==> src/sv/frp_pkg.sv <==
`timescale 1ns / 1ps
`default_nettype none
// ----------------------------------------------------------------------------
// frp_pkg: shared types and constants of the framed packet receiver
// Register indexes, parse phase codes, the configuration bundle and the
// result and status bundles passed between the receiver modules.
// ----------------------------------------------------------------------------
package frp_pkg;

    // Configuration register indexes
    localparam logic [1:0] REG_FRAME_BYTE   = 2'd0;
    localparam logic [1:0] REG_ADDRESSES    = 2'd1;
    localparam logic [1:0] REG_COMMANDS     = 2'd2;
    localparam logic [1:0] REG_SIZE_MASK    = 2'd3;

    localparam logic [7:0] SIZE_MASK_RST    = 8'h07;

    // Parse phase codes
    localparam logic [2:0] PH_START    = 3'd0;
    localparam logic [2:0] PH_ADDRESS  = 3'd1;
    localparam logic [2:0] PH_COMMAND  = 3'd2;
    localparam logic [2:0] PH_DATA     = 3'd3;
    localparam logic [2:0] PH_CHECKSUM = 3'd4;

    typedef struct packed {
        logic [7:0]  frame_byte;
        logic [31:0] accepted_addresses;
        logic [31:0] accepted_commands;
        logic [7:0]  size_mask;
    } cfg_t;

    typedef struct packed {
        logic [7:0]  address;
        logic [7:0]  command;
        logic [7:0]  length;
        logic [63:0] payload;
    } result_t;

    typedef struct packed {
        logic [2:0] phase;
        logic       escape_armed;
    } status_t;

    // True when the byte matches any of the four bytes packed in the set
    function automatic logic in_set(logic [31:0] set_word, logic [7:0] b);
        logic hit;
        hit = 1'b0;
        for (int k = 0; k < 4; k++)
        begin
            if (set_word[8*k +: 8] == b)
            begin
                hit = 1'b1;
            end
        end
        return hit;
    endfunction

endpackage
`default_nettype wire

==> src/sv/frp_cfg_regs.sv <==
`timescale 1ns / 1ps
`default_nettype none
// ----------------------------------------------------------------------------
// frp_cfg_regs: configuration registers
// Holds frame byte, address set, command set and length mask; written
// through a plain write port with no read-back.
// ----------------------------------------------------------------------------
module frp_cfg_regs (
    input  wire logic          clk,
    input  wire logic          rst_n,
    input  wire logic          cfg_we,
    input  wire logic [1:0]    cfg_index,
    input  wire logic [31:0]   cfg_data,
    output frp_pkg::cfg_t      cfg
);
    import frp_pkg::*;

    cfg_t cfg_reg;

    // Write the addressed register
    always_ff @(posedge clk or negedge rst_n)
    begin
        if (!rst_n)
        begin
            cfg_reg.frame_byte         <= 8'h00;
            cfg_reg.accepted_addresses <= 32'h0;
            cfg_reg.accepted_commands  <= 32'h0;
            cfg_reg.size_mask          <= SIZE_MASK_RST;
        end
        else if (cfg_we)
        begin
            case (cfg_index)
                REG_FRAME_BYTE:  cfg_reg.frame_byte         <= cfg_data[7:0];
                REG_ADDRESSES:   cfg_reg.accepted_addresses <= cfg_data;
                REG_COMMANDS:    cfg_reg.accepted_commands  <= cfg_data;
                REG_SIZE_MASK:   cfg_reg.size_mask          <= cfg_data[7:0];
                default:         cfg_reg.size_mask          <= cfg_reg.size_mask;
            endcase
        end
    end

    assign cfg = cfg_reg;

endmodule
`default_nettype wire

==> src/sv/frp_parser.sv <==
`timescale 1ns / 1ps
`default_nettype none
// ----------------------------------------------------------------------------
// frp_parser: frame parser and payload store
// Walks one byte per accepted request through the start, address, command,
// data and checksum phases, undoes frame byte doubling, keeps the XOR
// checksum and flags a result when the checksum byte matches.
// ----------------------------------------------------------------------------
module frp_parser #(
    parameter int MAX_PAYLOAD = 8
) (
    input  wire logic          clk,
    input  wire logic          rst_n,
    input  wire frp_pkg::cfg_t cfg,
    input  wire logic          in_fire,
    input  wire logic [7:0]    rx_byte,
    output logic               res_valid,
    output frp_pkg::result_t   res,
    output frp_pkg::status_t   status
);
    import frp_pkg::*;

    logic [2:0] phase_reg,   phase_next;
    logic       armed_reg,   armed_next;
    logic [7:0] address_reg, address_next;
    logic [7:0] command_reg, command_next;
    logic [7:0] length_reg,  length_next;
    logic [7:0] count_reg,   count_next;
    logic [7:0] xor_reg,     xor_next;
    logic [7:0] store_reg [MAX_PAYLOAD];

    logic       store_we;
    logic       checksum_ok;
    logic [7:0] count_inc;
    logic [7:0] cmd_length;
    logic       is_frame;

    assign is_frame   = (rx_byte == cfg.frame_byte);
    assign count_inc  = count_reg + 8'd1;
    assign cmd_length = rx_byte & cfg.size_mask;

    // Next parse state for the byte at the input
    always_comb
    begin
        phase_next   = phase_reg;
        armed_next   = armed_reg;
        address_next = address_reg;
        command_next = command_reg;
        length_next  = length_reg;
        count_next   = count_reg;
        xor_next     = xor_reg;
        store_we     = 1'b0;
        checksum_ok  = 1'b0;
        case (phase_reg)
            PH_START:
            begin
                if (is_frame)
                begin
                    phase_next = PH_ADDRESS;
                end
            end
            PH_ADDRESS:
            begin
                if (in_set(cfg.accepted_addresses, rx_byte))
                begin
                    address_next = rx_byte;
                    phase_next   = PH_COMMAND;
                end
                else if (!is_frame)
                begin
                    phase_next = PH_START;
                end
            end
            PH_COMMAND:
            begin
                if (in_set(cfg.accepted_commands, rx_byte))
                begin
                    command_next = rx_byte;
                    xor_next     = rx_byte;
                    length_next  = cmd_length;
                    count_next   = 8'd0;
                    armed_next   = 1'b1;
                    phase_next   = (cmd_length == 8'd0) ? PH_CHECKSUM : PH_DATA;
                end
                else if (is_frame)
                begin
                    phase_next = PH_ADDRESS;
                end
                else
                begin
                    phase_next = PH_START;
                end
            end
            PH_DATA, PH_CHECKSUM:
            begin
                if (armed_reg && is_frame)
                begin
                    // first half of a doubled frame byte, or a lone one
                    armed_next = 1'b0;
                end
                else if (!armed_reg && !is_frame)
                begin
                    // lone frame byte: restart with this byte as address
                    address_next = rx_byte;
                    armed_next   = 1'b1;
                    phase_next   = PH_COMMAND;
                end
                else
                begin
                    armed_next = 1'b1;
                    if (phase_reg == PH_DATA)
                    begin
                        store_we   = 1'b1;
                        xor_next   = xor_reg ^ rx_byte;
                        count_next = count_inc;
                        if (count_inc >= length_reg)
                        begin
                            phase_next = PH_CHECKSUM;
                        end
                    end
                    else
                    begin
                        phase_next  = PH_START;
                        checksum_ok = (xor_reg == rx_byte);
                    end
                end
            end
            default:
            begin
                phase_next = PH_START;
            end
        endcase
    end

    // Advance parse state on each accepted request
    always_ff @(posedge clk or negedge rst_n)
    begin
        if (!rst_n)
        begin
            phase_reg   <= PH_START;
            armed_reg   <= 1'b1;
            address_reg <= 8'h00;
            command_reg <= 8'h00;
            length_reg  <= 8'h00;
            count_reg   <= 8'h00;
            xor_reg     <= 8'h00;
        end
        else if (in_fire)
        begin
            phase_reg   <= phase_next;
            armed_reg   <= armed_next;
            address_reg <= address_next;
            command_reg <= command_next;
            length_reg  <= length_next;
            count_reg   <= count_next;
            xor_reg     <= xor_next;
        end
    end

    // Store payload bytes while within the buffer; drop the rest
    always_ff @(posedge clk)
    begin
        for (int k = 0; k < MAX_PAYLOAD; k++)
        begin
            if (in_fire && store_we && (count_reg == 8'(k)))
            begin
                store_reg[k] <= rx_byte;
            end
        end
    end

    // Assemble the result; bytes at or beyond the length read as zero
    always_comb
    begin
        res.address = address_reg;
        res.command = command_reg;
        res.length  = length_reg;
        res.payload = 64'h0;
        for (int k = 0; k < MAX_PAYLOAD; k++)
        begin
            if (8'(k) < length_reg)
            begin
                res.payload[8*k +: 8] = store_reg[k];
            end
        end
    end

    assign res_valid           = in_fire && checksum_ok;
    assign status.phase        = phase_reg;
    assign status.escape_armed = armed_reg;

endmodule
`default_nettype wire

==> src/sv/framed_packet_receiver.sv <==
`timescale 1ns / 1ps
`default_nettype none
// A packet appears on the result port in the cycle after its checksum byte is accepted.
// Throughput: one received byte per cycle; in_ready drops only while a finished
// packet waits in the result register and out_ready is low.
// Reset: asynchronous, active low; clears the parser to the start phase and
// the configuration registers to their defaults; the payload buffer is not cleared.
// ----------------------------------------------------------------------------
// framed_packet_receiver: byte-stuffed frame parser with XOR checksum
// Parses address, command and payload from a byte stream and delivers each
// packet with a good checksum through a registered valid/ready result port.
// ----------------------------------------------------------------------------
module framed_packet_receiver #(
    parameter int MAX_PAYLOAD = 8
) (
    input  wire logic          clk,
    input  wire logic          rst_n,
    input  wire logic          cfg_we,
    input  wire logic [1:0]    cfg_index,
    input  wire logic [31:0]   cfg_data,
    input  wire logic          in_valid,
    output logic               in_ready,
    input  wire logic [7:0]    rx_byte,
    output logic               out_valid,
    input  wire logic          out_ready,
    output logic [7:0]         packet_address,
    output logic [7:0]         packet_command,
    output logic [7:0]         payload_length,
    output logic [63:0]        payload
);
    import frp_pkg::*;

    cfg_t    cfg;
    result_t res;
    status_t status;
    logic    res_valid;
    logic    in_fire;

    logic    out_valid_reg, out_valid_next;
    result_t out_reg;

    frp_cfg_regs u_cfg (
        .clk       (clk),
        .rst_n     (rst_n),
        .cfg_we    (cfg_we),
        .cfg_index (cfg_index),
        .cfg_data  (cfg_data),
        .cfg       (cfg)
    );

    frp_parser #(
        .MAX_PAYLOAD (MAX_PAYLOAD)
    ) u_parser (
        .clk       (clk),
        .rst_n     (rst_n),
        .cfg       (cfg),
        .in_fire   (in_fire),
        .rx_byte   (rx_byte),
        .res_valid (res_valid),
        .res       (res),
        .status    (status)
    );

    // Take a request whenever the result register is free or being drained
    assign in_ready = !out_valid_reg || out_ready;
    assign in_fire  = in_valid && in_ready;

    // Hold a finished packet until it is taken
    assign out_valid_next = res_valid || (out_valid_reg && !out_ready);

    always_ff @(posedge clk or negedge rst_n)
    begin
        if (!rst_n)
        begin
            out_valid_reg <= 1'b0;
        end
        else
        begin
            out_valid_reg <= out_valid_next;
        end
    end

    always_ff @(posedge clk)
    begin
        if (res_valid)
        begin
            out_reg <= res;
        end
    end

    assign out_valid      = out_valid_reg;
    assign packet_address = out_reg.address;
    assign packet_command = out_reg.command;
    assign payload_length = out_reg.length;
    assign payload        = out_reg.payload;

`ifndef SYNTH
    // A result is produced only from a checksum byte actually taken in
    a_res_from_checksum: assert property (@(posedge clk) disable iff (!rst_n)
        res_valid |-> (in_fire && status.phase == PH_CHECKSUM))
        else $error("result raised outside an accepted checksum byte");

    // Escape disarm only happens inside the data and checksum phases
    a_disarm_phase: assert property (@(posedge clk) disable iff (!rst_n)
        !status.escape_armed |-> (status.phase == PH_DATA || status.phase == PH_CHECKSUM))
        else $error("escape disarmed outside payload phases");

    // Payload bytes at or beyond the length are zero
    a_payload_tail_zero: assert property (@(posedge clk) disable iff (!rst_n)
        (out_valid_reg && payload_length < 8'd8)
            |-> ((out_reg.payload >> {payload_length[2:0], 3'b000}) == 64'h0))
        else $error("payload bytes beyond length are not zero");
`endif

endmodule
`default_nettype wire

==> config.mk <==
export PLATFORM = sky130hd
export DESIGN_NAME = framed_packet_receiver
export DESIGN_NICKNAME = d
export VERILOG_FILES = /design/src/sv/frp_pkg.sv /design/src/sv/frp_cfg_regs.sv /design/src/sv/frp_parser.sv /design/src/sv/framed_packet_receiver.sv
export SDC_FILE = /design/constraint.sdc
export NUM_CORES = 1
export LEC_CHECK = 0
export BUFFER_PORTS_ARGS = -buffer_cell sky130_fd_sc_hd__buf_2
export CORE_ASPECT_RATIO = 1.1
export CORE_UTILIZATION = 35
export DETAILED_ROUTE_END_ITERATION = 10
export PLACE_DENSITY_LB_ADDON = 0.3
export SLEW_MARGIN = 25
export SYNTH_ARGS = -nofsm -noshare
export SYNTH_HDL_FRONTEND = slang
export SYNTH_SLANG_ARGS = --single-unit
==> constraint.sdc <==
create_clock -name clk -period 11.7 [get_ports clk]
set_input_delay 2.34 -clock clk [delete_from_list [all_inputs] [get_ports clk]]
set_output_delay 2.34 -clock clk [all_outputs]
set_load 0.05 [all_outputs]
==> results of run 1 <==
## worst paths after layout
kind                                              start  slack (ps)                       to
worst max-delay path                         rx_byte[2]        6350               payload[8]
worst min-delay path            u_parser.command_reg[3]         450        packet_command[3]
worst max register to register    u_parser.phase_reg[0]        7930               payload[8]
worst min register to register  u_parser.command_reg[3]         450        packet_command[3]
max in group asynchronous                         rst_n        8470  u_parser.command_reg[1]
min in group asynchronous                         rst_n        1930            u_cfg.cfg[46]
## cell usage in the layout (no fill, tap or decap), types with 6 or more instances in the layout
master,instances
edfxtp_1,152
inv_1,23
o21ai_0,17
ha_1,12
clkbuf_16,29
and2b_1,7
xor2_1,36
nor2_1,9
mux2_2,95
buf_4,11
o211ai_1,9
nand2_1,24
clkinv_1,6
dfrtp_1,121
nor4_1,10
and2_1,26
buf_2,135
xnor2_1,45
nand4_1,21
o311ai_2,7
nor2b_1,43
## per-layer routing
| metal | wire (µm) | share of wire (%) |
|---|---|---|
| met4 | 424 | 1.7 |
| met1 | 11000 | 44 |
| met3 | 1250 | 5.0 |
| met2 | 12300 | 49 |
| met5 | 41 | 0.16 |
## power by group
part | switching [mW] | total, mW | internal [mW]
combinational | 0.123 | 0.266 | 0.143
sequential | 0.0726 | 1.19 | 1.12
clock | 0.364 | 0.856 | 0.492
## cells by family after synthesis
kind of cell	Yosys count
AO/OA/AOI/OAI	67
buffers and inverters	56
AND/OR/NAND/NOR	182
adder cells (fa/ha/maj)	12
multiplexers	101
XOR/XNOR	86
flip-flops	277
## worst reg2reg max path, cell delays in order, from the launching register on
cell     delay (ps)
dfrtp_1         480
or3b_2          620
or4_1           570
nor3_2          610
buf_4           350
buf_4           680
## through the flow
| stage | cells | util, % | power [mW] |
|---|---|---|---|
| 6_report | 1379 | 41.4 | 2.31 |
| 5_1_grt | 1378 | 41.4 | 2.42 |
| 4_1_cts | 1378 | 41.4 | 2.34 |
| 3_5_place_dp | 1326 | 38.7 | 1.48 |
| 3_3_place_gp | 1326 | 38.7 | 1.47 |
| 2_1_floorplan | 781 | - | 1.39 |
## layout make-up
class	instances	area [µm²]
repair buffers	146	758
inverters	23	86.3
clock buffers	36	782
clock inverters	16	108
well taps	432	541
flip-flops and latches	277	7700
diodes	1	2.50
fillers	3076	19400
multi-input cells	448	3770
==> metrics, run 1 <==
count leader, synth edfxtp_1; maxcap violations 0; Die W between 150 and 200 µm; total setup buffers inserted after CTS 0; starting density of the core around 36%; Synth Warn # 0; ys async rst share 45.1%; fin area about 14,000 µm²; slowest CP cell buf_4; post-CTS sizing 0; max reg flops 80; Final Setup Violations 0; GRT Util Overall between 10% and 20%; Core ar. between 30,000 and 40,000 µm²; DRT iter0 DRCs 326; RSZ-0062 raised after global routing false; Synth Instances between 700 and 800; final worst path period share roughly 46%; Critical Path Stages 7; grt met1 use about a fifth; Post-Synth Simple-Gate Area 9.52%; dominant synthesized flop cell edfxtp_1; cell row count 70; initial antenna violation count 4; post-synth top area cell edfxtp_1; Synth top cells by count 152 x edfxtp_1, 121 x dfrtp_1, 95 x mux2_2; status finished clean; DRC 0; CP delay by family, top buffers and inverters; R2R cell count 5; Post-Place Setup Slack between 5000 and 6000 ps; # IOs roughly 140; Post-synth EDFFs about 150; CTS H-Tree Depth 1; fmax approximately 0.19 GHz; count of input and output buffers between 100 and 150; CP Max Fanout a little under 70; Worst EP required between 10,000 and 15,000 ps; Setup Skew 19.2 ps; synth-to-layout area growth 16.6%; hold path depth 0; CTS Buffer Depth 3; CTS Buf Count 28; Final nets between 900 and 1,000; Peak supply drop between 100 and 150 µV; fin crit period around 5400 ps; first-pass detailed-route iteration total 4; Final TNS setup 0 ps; DP Wirelength 16,700 µm; GR Util met2 between 20% and 30%; Synth Area in Adders about 1.3%; Fin. Hold Viols 0; share of the synthesized area in the top cell type 38.7%; grt total ovfl 0; Synth Cell Area around 12,000 µm²; Seq/Total Area, Yosys 65.3%; Root Driver clkbuf_16; post-route ant nets 0; layout cells sized above 1 between 30% and 40%; Die Area roughly 34,000 µm²; Die Span Y between 150 and 200 µm; FF+latch count, synth about 280; CP bufs+invs 3; CTS tree yes; CP startpoint kind input pin; setup ws final around 6300 ps; Top Usage Layer GRT met2; Slew Limit Fails 0; Slew headroom about a third; Vias about 6,600; WL final roughly 25,000 µm; post-synthesis cell type count just under 70; Post-Syn Nets 840; DR vias/cell around 4.8; Clock transition at path regs 60 ps; Synth Area in Compound Gates 4.83%; Crit path top cell by count buf_4; GR Util met3 under 10%; largest net degree at the start of global routing 70; CTS Hold Bufs 0; CP Class input pin to flop; Power Dens Cells roughly 170 nW/µm²; first-pass GRT wire length slightly below 40,000 µm; Final Wtd Congestion 0.758; Min Hold Slack between 400 and 500 ps; Slew @ Worst Pin 967 ps; Placed Area between 10,000 and 15,000 µm²; delay of the slowest cell on the worst path ~680 ps; mux cell area share after synthesis a little under 10%; syn avg cell area 15.1 µm²; Hold Crit Class flop to flop; Synth area leaders edfxtp_1 39%, dfrtp_1 26%, mux2_2 9.1%, xnor2_1 3.3%, xor2_1 2.7%; WP data arrival 5510 ps; worst skew pair latency approximately 540 ps; CP endpoint kind flop; WL/cell between 15 and 20 µm; LEAKAGE between 5 and 6 nW; Critical Path, Cell by Cell buf_2, xnor2_1, nand4_1, or4_1, nor3_2, buf_4, buf_4; vias in the first global route 6,698; Post-Synth XOR/XNOR Area roughly 6.7%; largest family of logic cells by synthesized area multiplexers; CTS sink cnt approximately 280
Power figures use the tool's default switching activity.
==> inputs of run 2 (changes only) <==
==> constraint.sdc (replaced) <==
create_clock -name clk -period 5.6 [get_ports clk]
set_input_delay 1.12 -clock clk [delete_from_list [all_inputs] [get_ports clk]]
set_output_delay 1.12 -clock clk [all_outputs]
set_load 0.05 [all_outputs]
==> metrics, run 2 (synthesized netlist as in run 1, its figures left out) <==
cell row count 70 (unchanged); final worst path period share 64.9%; WP data arrival 3830 ps (-1680 ps); GRT Util Overall 14.7% (-0.073 points); Final Wtd Congestion 0.785 (+3.6%); vias in the first global route 6,740 (+0.63%); WL final 24,800 µm (-0.74%); Slew @ Worst Pin 934 ps (-33.1 ps); Die Area 34,400 µm² (unchanged); Setup Skew 12.6 ps (-6.58 ps); Slew headroom 36.1% (+1.1 points); post-route ant nets 0 (unchanged); Clock transition at path regs 60 ps (about the same); GR Util met3 2.41% (-0.43 points); status finished clean; Pwr Total 5.02 mW (+120%); total setup buffers inserted after CTS 0 (unchanged); Peak supply drop 254 µV (+150%); CTS H-Tree Depth 1 (unchanged); Root Driver clkbuf_16; worst skew pair latency 540 ps (about the same); CP Max Fanout 22 (-68%); largest net degree at the start of global routing 67 (-4.3%); Hold Crit Class input pin to async pin; Power Dens Cells 362 nW/µm² (+120%); Placed Area 12,900 µm² (+0.17%); count of input and output buffers 136 (unchanged); DP Wirelength 17,100 µm (+2.6%); post-CTS sizing 0 (unchanged); n_diodes 0 (-1); first-pass detailed-route iteration total 4 (unchanged); first-pass GRT wire length 38,900 µm (-0.48%); synth-to-layout area growth 17.6%; DRT iter0 DRCs 406 (+25%); CTS Buffer Depth 3 (unchanged); CTS Buf Count 28 (unchanged); Slew Limit Fails 0 (unchanged); grt met1 use 19.0% (-0.45 points); GR Util met2 25.1% (+0.26 points); WL/cell 18.0 µm (-0.74%); Final nets 985 (+0.20%); maxcap violations 0 (unchanged); fmax approximately 0.28 GHz; Final Setup Violations 0 (unchanged); RSZ-0062 raised after global routing false; layout cells sized above 1 33.9% (+0.18 points); fin crit period roughly 3600 ps; starting density of the core 35.5% (unchanged); Die Span Y 195 µm (unchanged); LEAKAGE 5.72 nW (+1.2%); CTS tree yes; CTS sink cnt 277 (unchanged); most frequent cells in the layout 152 x edfxtp_1, 135 x buf_2, 121 x dfrtp_1, 95 x mux2_2, 45 x xnor2_1; Core ar. 33,200 µm² (unchanged); most common cell after layout, fill and taps aside edfxtp_1; CP Class input pin to flop; fin area 13,900 µm² (+0.84%); initial antenna violation count 2 (-2); max reg flops 80 (unchanged); CTS Hold Bufs 0 (unchanged); Top Usage Layer GRT met2; Fin. Hold Viols 0 (unchanged); Die W 177 µm (unchanged); grt total ovfl 0 (unchanged); Min Hold Slack 427 ps (-25.2 ps); DR vias/cell 4.73 (-0.55%); CP endpoint kind flop; Final TNS setup 0 ps (unchanged); CP startpoint kind input pin; Worst EP required 5790 ps (-6070 ps); Vias 6,524 (-0.55%); DRC 0 (unchanged); # IOs 137 (unchanged)
-- run 2: changes by cell type in the layout (fill, tap and decap cells not counted), sizes merged --
cell and delta:
buf +2, clkinv -2, diode -1, clkinvlp -4
bufinv +5
-- run 2: power breakdown --
| part | internal [mW] | leakage, nW | switching (mW) |
|---|---|---|---|
| registers | 2.33 | 3.11 | 0.149 |
| logic | 0.299 | 2.14 | 0.257 |
| clock network | 1.22 | 0.475 | 0.765 |
-- run 2: path summary, 6_finish.rpt --
kind                       depth (start not counted)               startpoint                       end  slack, ps
min reg2reg                                        0  u_parser.command_reg[2]         packet_command[2]        450
min                                                1                    rst_n              u_cfg.cfg[6]        430
min in group clk                                   0  u_parser.command_reg[2]         packet_command[2]        450
max                                                7               rx_byte[1]  u_parser.store_reg[4][2]       1970
max in group asynchronous                          2                    rst_n   u_parser.command_reg[5]       4090
max reg2reg                                       11    u_parser.count_reg[0]     u_parser.phase_reg[0]       2040
-- run 2: final cells by class --
class	count	area [µm²]
clock buffer	36	752
clock inverter	15	228
fill	3067	19300
inverter	23	86.3
multi-input combinational	448	3790
sequential	277	7700
tap	432	541
timing repair buffer	148	773
-- run 2: layer usage --
layer	share of wire [%]	vias to the layer above	routed length, µm
met5	0.11	-	27
met4	2.0	4	507
met3	4.1	43	1030
met2	50	145	12400
met1	44	3222	10900
li1	-	3110	-
-- run 2: stage by stage --
stage / worst slack [ps] / util, % / instances
2_1_floorplan: 818 / - / 781
3_5_place_dp: 1390 / 38.8 / 1328
3_3_place_gp: 1460 / 38.8 / 1328
6_report: 1970 / 41.8 / 1379
4_1_cts: 1950 / 41.7 / 1379
5_1_grt: 1800 / 41.8 / 1379
-- run 2: worst max-delay path, stage by stage --
cell and delay, ps:
buf_2 560, xnor2_2 190, and4_1 250, nand3_2 120, a211o_1 570, or4_4 630
nor2_2 350
==> inputs of run 3 (changes only) <==
--- a/config.mk
+++ b/config.mk
@@ -5,6 +5,7 @@
 export SDC_FILE = /design/constraint.sdc
 export NUM_CORES = 1
 export LEC_CHECK = 0
+export ABC_AREA = 1
 export BUFFER_PORTS_ARGS = -buffer_cell sky130_fd_sc_hd__buf_2
 export CORE_ASPECT_RATIO = 1.1
 export CORE_UTILIZATION = 35
==> constraint.sdc (replaced) <==
create_clock -name clk -period 3.7 [get_ports clk]
set_input_delay 0.74 -clock clk [delete_from_list [all_inputs] [get_ports clk]]
set_output_delay 0.74 -clock clk [all_outputs]
set_load 0.05 [all_outputs]
==> metrics, run 3 <==
status finished clean; Seq/Total Area, Yosys 64.3% (-0.96 points); layout cells sized above 1 17.8% (-16 points); Die Area 34,900 µm² (+1.5%); syn avg cell area 9.98 µm² (-34%); Worst EP required 4200 ps (-1590 ps); post-synth top area cell edfxtp_1; Pwr Total 7.20 mW (+43%); FILL cells 3,282 (+7.0%); LEAKAGE 6.30 nW (+10%); Slew headroom 44.0% (+7.9 points); Synth Instances 1,199 (+54%); Peak supply drop 424 µV (+67%); max reg flops 80 (unchanged); maxcap violations 0 (unchanged); Final Wtd Congestion 0.797 (+1.6%); vias in the first global route 7,930 (+18%); Crit path top cell by count nand2_1; DR vias/cell 4.48 (-5.3%); WL/cell 15.1 µm (-16%); Final Setup Violations 0 (unchanged); Critical Path, Cell by Cell inv_1, nor3_1, nand3_1, nand3b_1, xor2_1, inv_1, ha_1, nand2_1, nor2_1, nand4_1, nand3_1, nor2_1, nand2_1, inv_1, nor2_1, nand2_1, nand2_1; CP endpoint kind flop; CTS Hold Bufs 0 (unchanged); CTS sink cnt 277 (unchanged); setup ws final 875 ps (-1090 ps); Post-Syn Nets 1,258 (+50%); Slew Limit Fails 0 (unchanged); grt total ovfl 0 (unchanged); CTS Buffer Depth 3 (unchanged); Synth Cell Area 12,000 µm² (+1.5%); Core ar. 33,500 µm² (+0.79%); CP delay by family, top simple AND/OR/NAND/NOR gates; count leader, synth nand2_1; total setup buffers inserted after CTS 0 (unchanged); Clock transition at path regs 60 ps (about the same); post-synthesis cell type count 36 (-48%); most frequent cells in the layout 357 x nand2_1, 169 x inv_1, 152 x edfxtp_1, 135 x buf_2, 121 x dfrtp_1; Synth Warn # 0 (unchanged); GRT Util Overall 16.0% (+1.4 points); CTS Buf Count 29 (+3.6%); first-pass detailed-route iteration total 5 (+1); CP startpoint kind flop; Final TNS setup 0 ps (unchanged); delay of the slowest cell on the worst path 450 ps (-180 ps); WP data arrival 3320 ps (-510 ps); Core Util, Final 42.2% (+0.46 points); final worst path period share about three quarters; post-CTS sizing 0 (unchanged); CP Max Fanout 6 (-73%); fmax about 0.35 GHz; DRT iter0 DRCs 576 (+42%); most common cell after layout, fill and taps aside nand2_1; CP Class flop to flop; fin crit period around 2800 ps; WL final 27,500 µm (+11%); largest net degree at the start of global routing 72 (+7.5%); Slew @ Worst Pin 834 ps (-100 ps); Synth area leaders edfxtp_1 38%, dfrtp_1 25%, nand2_1 11%, inv_1 5.3%, o21ai_0 3.9%; RSZ-0062 raised after global routing false; cell row count 70 (unchanged); synth-to-layout area growth 18.0%; share of the synthesized area in the top cell type 38.1% (-0.57 points); CTS tree yes; # IOs 137 (unchanged); Fin. Hold Viols 0 (unchanged); Post-synth EDFFs 152 (unchanged); Vias 8,132 (+25%); FF+latch count, synth 277 (unchanged); slowest CP cell dfrtp_1; Post-Place Setup Slack 731 ps (-655 ps); starting density of the core 35.8% (+0.25 points); CP bufs+invs 3 (+2); Final nets 1,418 (+44%); Power Dens Cells 510 nW/µm² (+41%); first-pass GRT wire length 43,200 µm (+11%); Setup Skew 9.64 ps (-2.95 ps); worst skew pair latency 560 ps (+20 ps); post-route ant nets 0 (unchanged); Root Driver clkbuf_16; count of input and output buffers 136 (unchanged); Synth top cells by count 357 x nand2_1, 169 x inv_1, 152 x edfxtp_1; initial antenna violation count 0 (-2); CTS H-Tree Depth 1 (unchanged); DP Wirelength 19,200 µm (+12%); ys async rst share 45.1% (unchanged); DRC 0 (unchanged); Hold Crit Class input pin to async pin; dominant synthesized flop cell edfxtp_1; Die Span Y 196 µm (+0.74%); Die W 178 µm (+0.74%)
==> run 3: changes by cell type after synthesis, moves of 10 or more <==
cell	delta
xor2_1	-18
nand4_1	-13
nor2b_1	-43
and2_1	-26
mux2_2	-95
xnor2_1	-16
inv_1	+146
nand2_1	+333
nor2_1	+99
inv_2	+10
o21ai_0	+77
o21ai_1	+20
nand2_2	+12
==> run 3: worst paths after layout <==
kind	startpoint	endpoint	slack, ps	cells after the start
max in group asynchronous	rst_n	u_cfg.cfg[73]	2600	2
worst min register to register	u_parser.command_reg[4]	packet_command[4]	450	0
worst max register to register	u_parser.count_reg[0]	u_parser.phase_reg[2]	880	17
worst min-delay path	rst_n	u_cfg.cfg[60]	210	1
min in group clk	cfg_data[11]	u_cfg.cfg[19]	450	3
worst max-delay path	u_parser.count_reg[0]	u_parser.phase_reg[2]	880	17
==> run 3: kinds of logic (layout without fill, tap and decap cells) <==
family,count (synthesis),after routing,share of synthesized area (%)
AO/OA/AOI/OAI,126,126,5.32
XOR/XNOR,47,47,3.44
adder cells (fa/ha/maj),12,12,1.25
buffers and inverters,211,394,7.24
flip-flops,277,277,64.3
other,0,1,0
AND/OR/NAND/NOR,526,526,18.4
==> run 3: area by class of cell <==
| class | instances | area, µm² | share of cell area (%) |
|---|---|---|---|
| Timing Repair Buffer | 160 | 876 | 6.20 |
| Tap cell | 432 | 541 | 3.83 |
| Multi-Input combinational cell | 711 | 3420 | 24.2 |
| Inverter | 180 | 676 | 4.78 |
| Clock inverter | 15 | 139 | 0.983 |
| Clock buffer | 39 | 773 | 5.47 |
| Sequential cell | 277 | 7700 | 54.5 |
| Antenna cell | 1 | 2.50 | 0.0177 |
==> run 3: layer usage <==
layer	track usage (%)	vias to the layer above	part of all wire (%)
li1	-	4106	-
met1	22.6	3771	47
met2	25.8	219	45
met3	2.34	36	5.4
met4	3.99	0	2.2
met5	0	-	0
==> run 3: stage by stage <==
stage	area, µm²	hold slack, ps	instances
floorplan	12000	425	1199
global placement	13200	434	1760
detailed placement	13200	437	1760
CTS	14100	232	1814
global route	14100	255	1814
finish	14100	214	1815
==> run 3: power by group <==
| part | internal [mW] | switching (mW) |
|---|---|---|
| clock network | 1.61 | 1.19 |
| logic | 0.287 | 0.454 |
| registers | 3.49 | 0.171 |
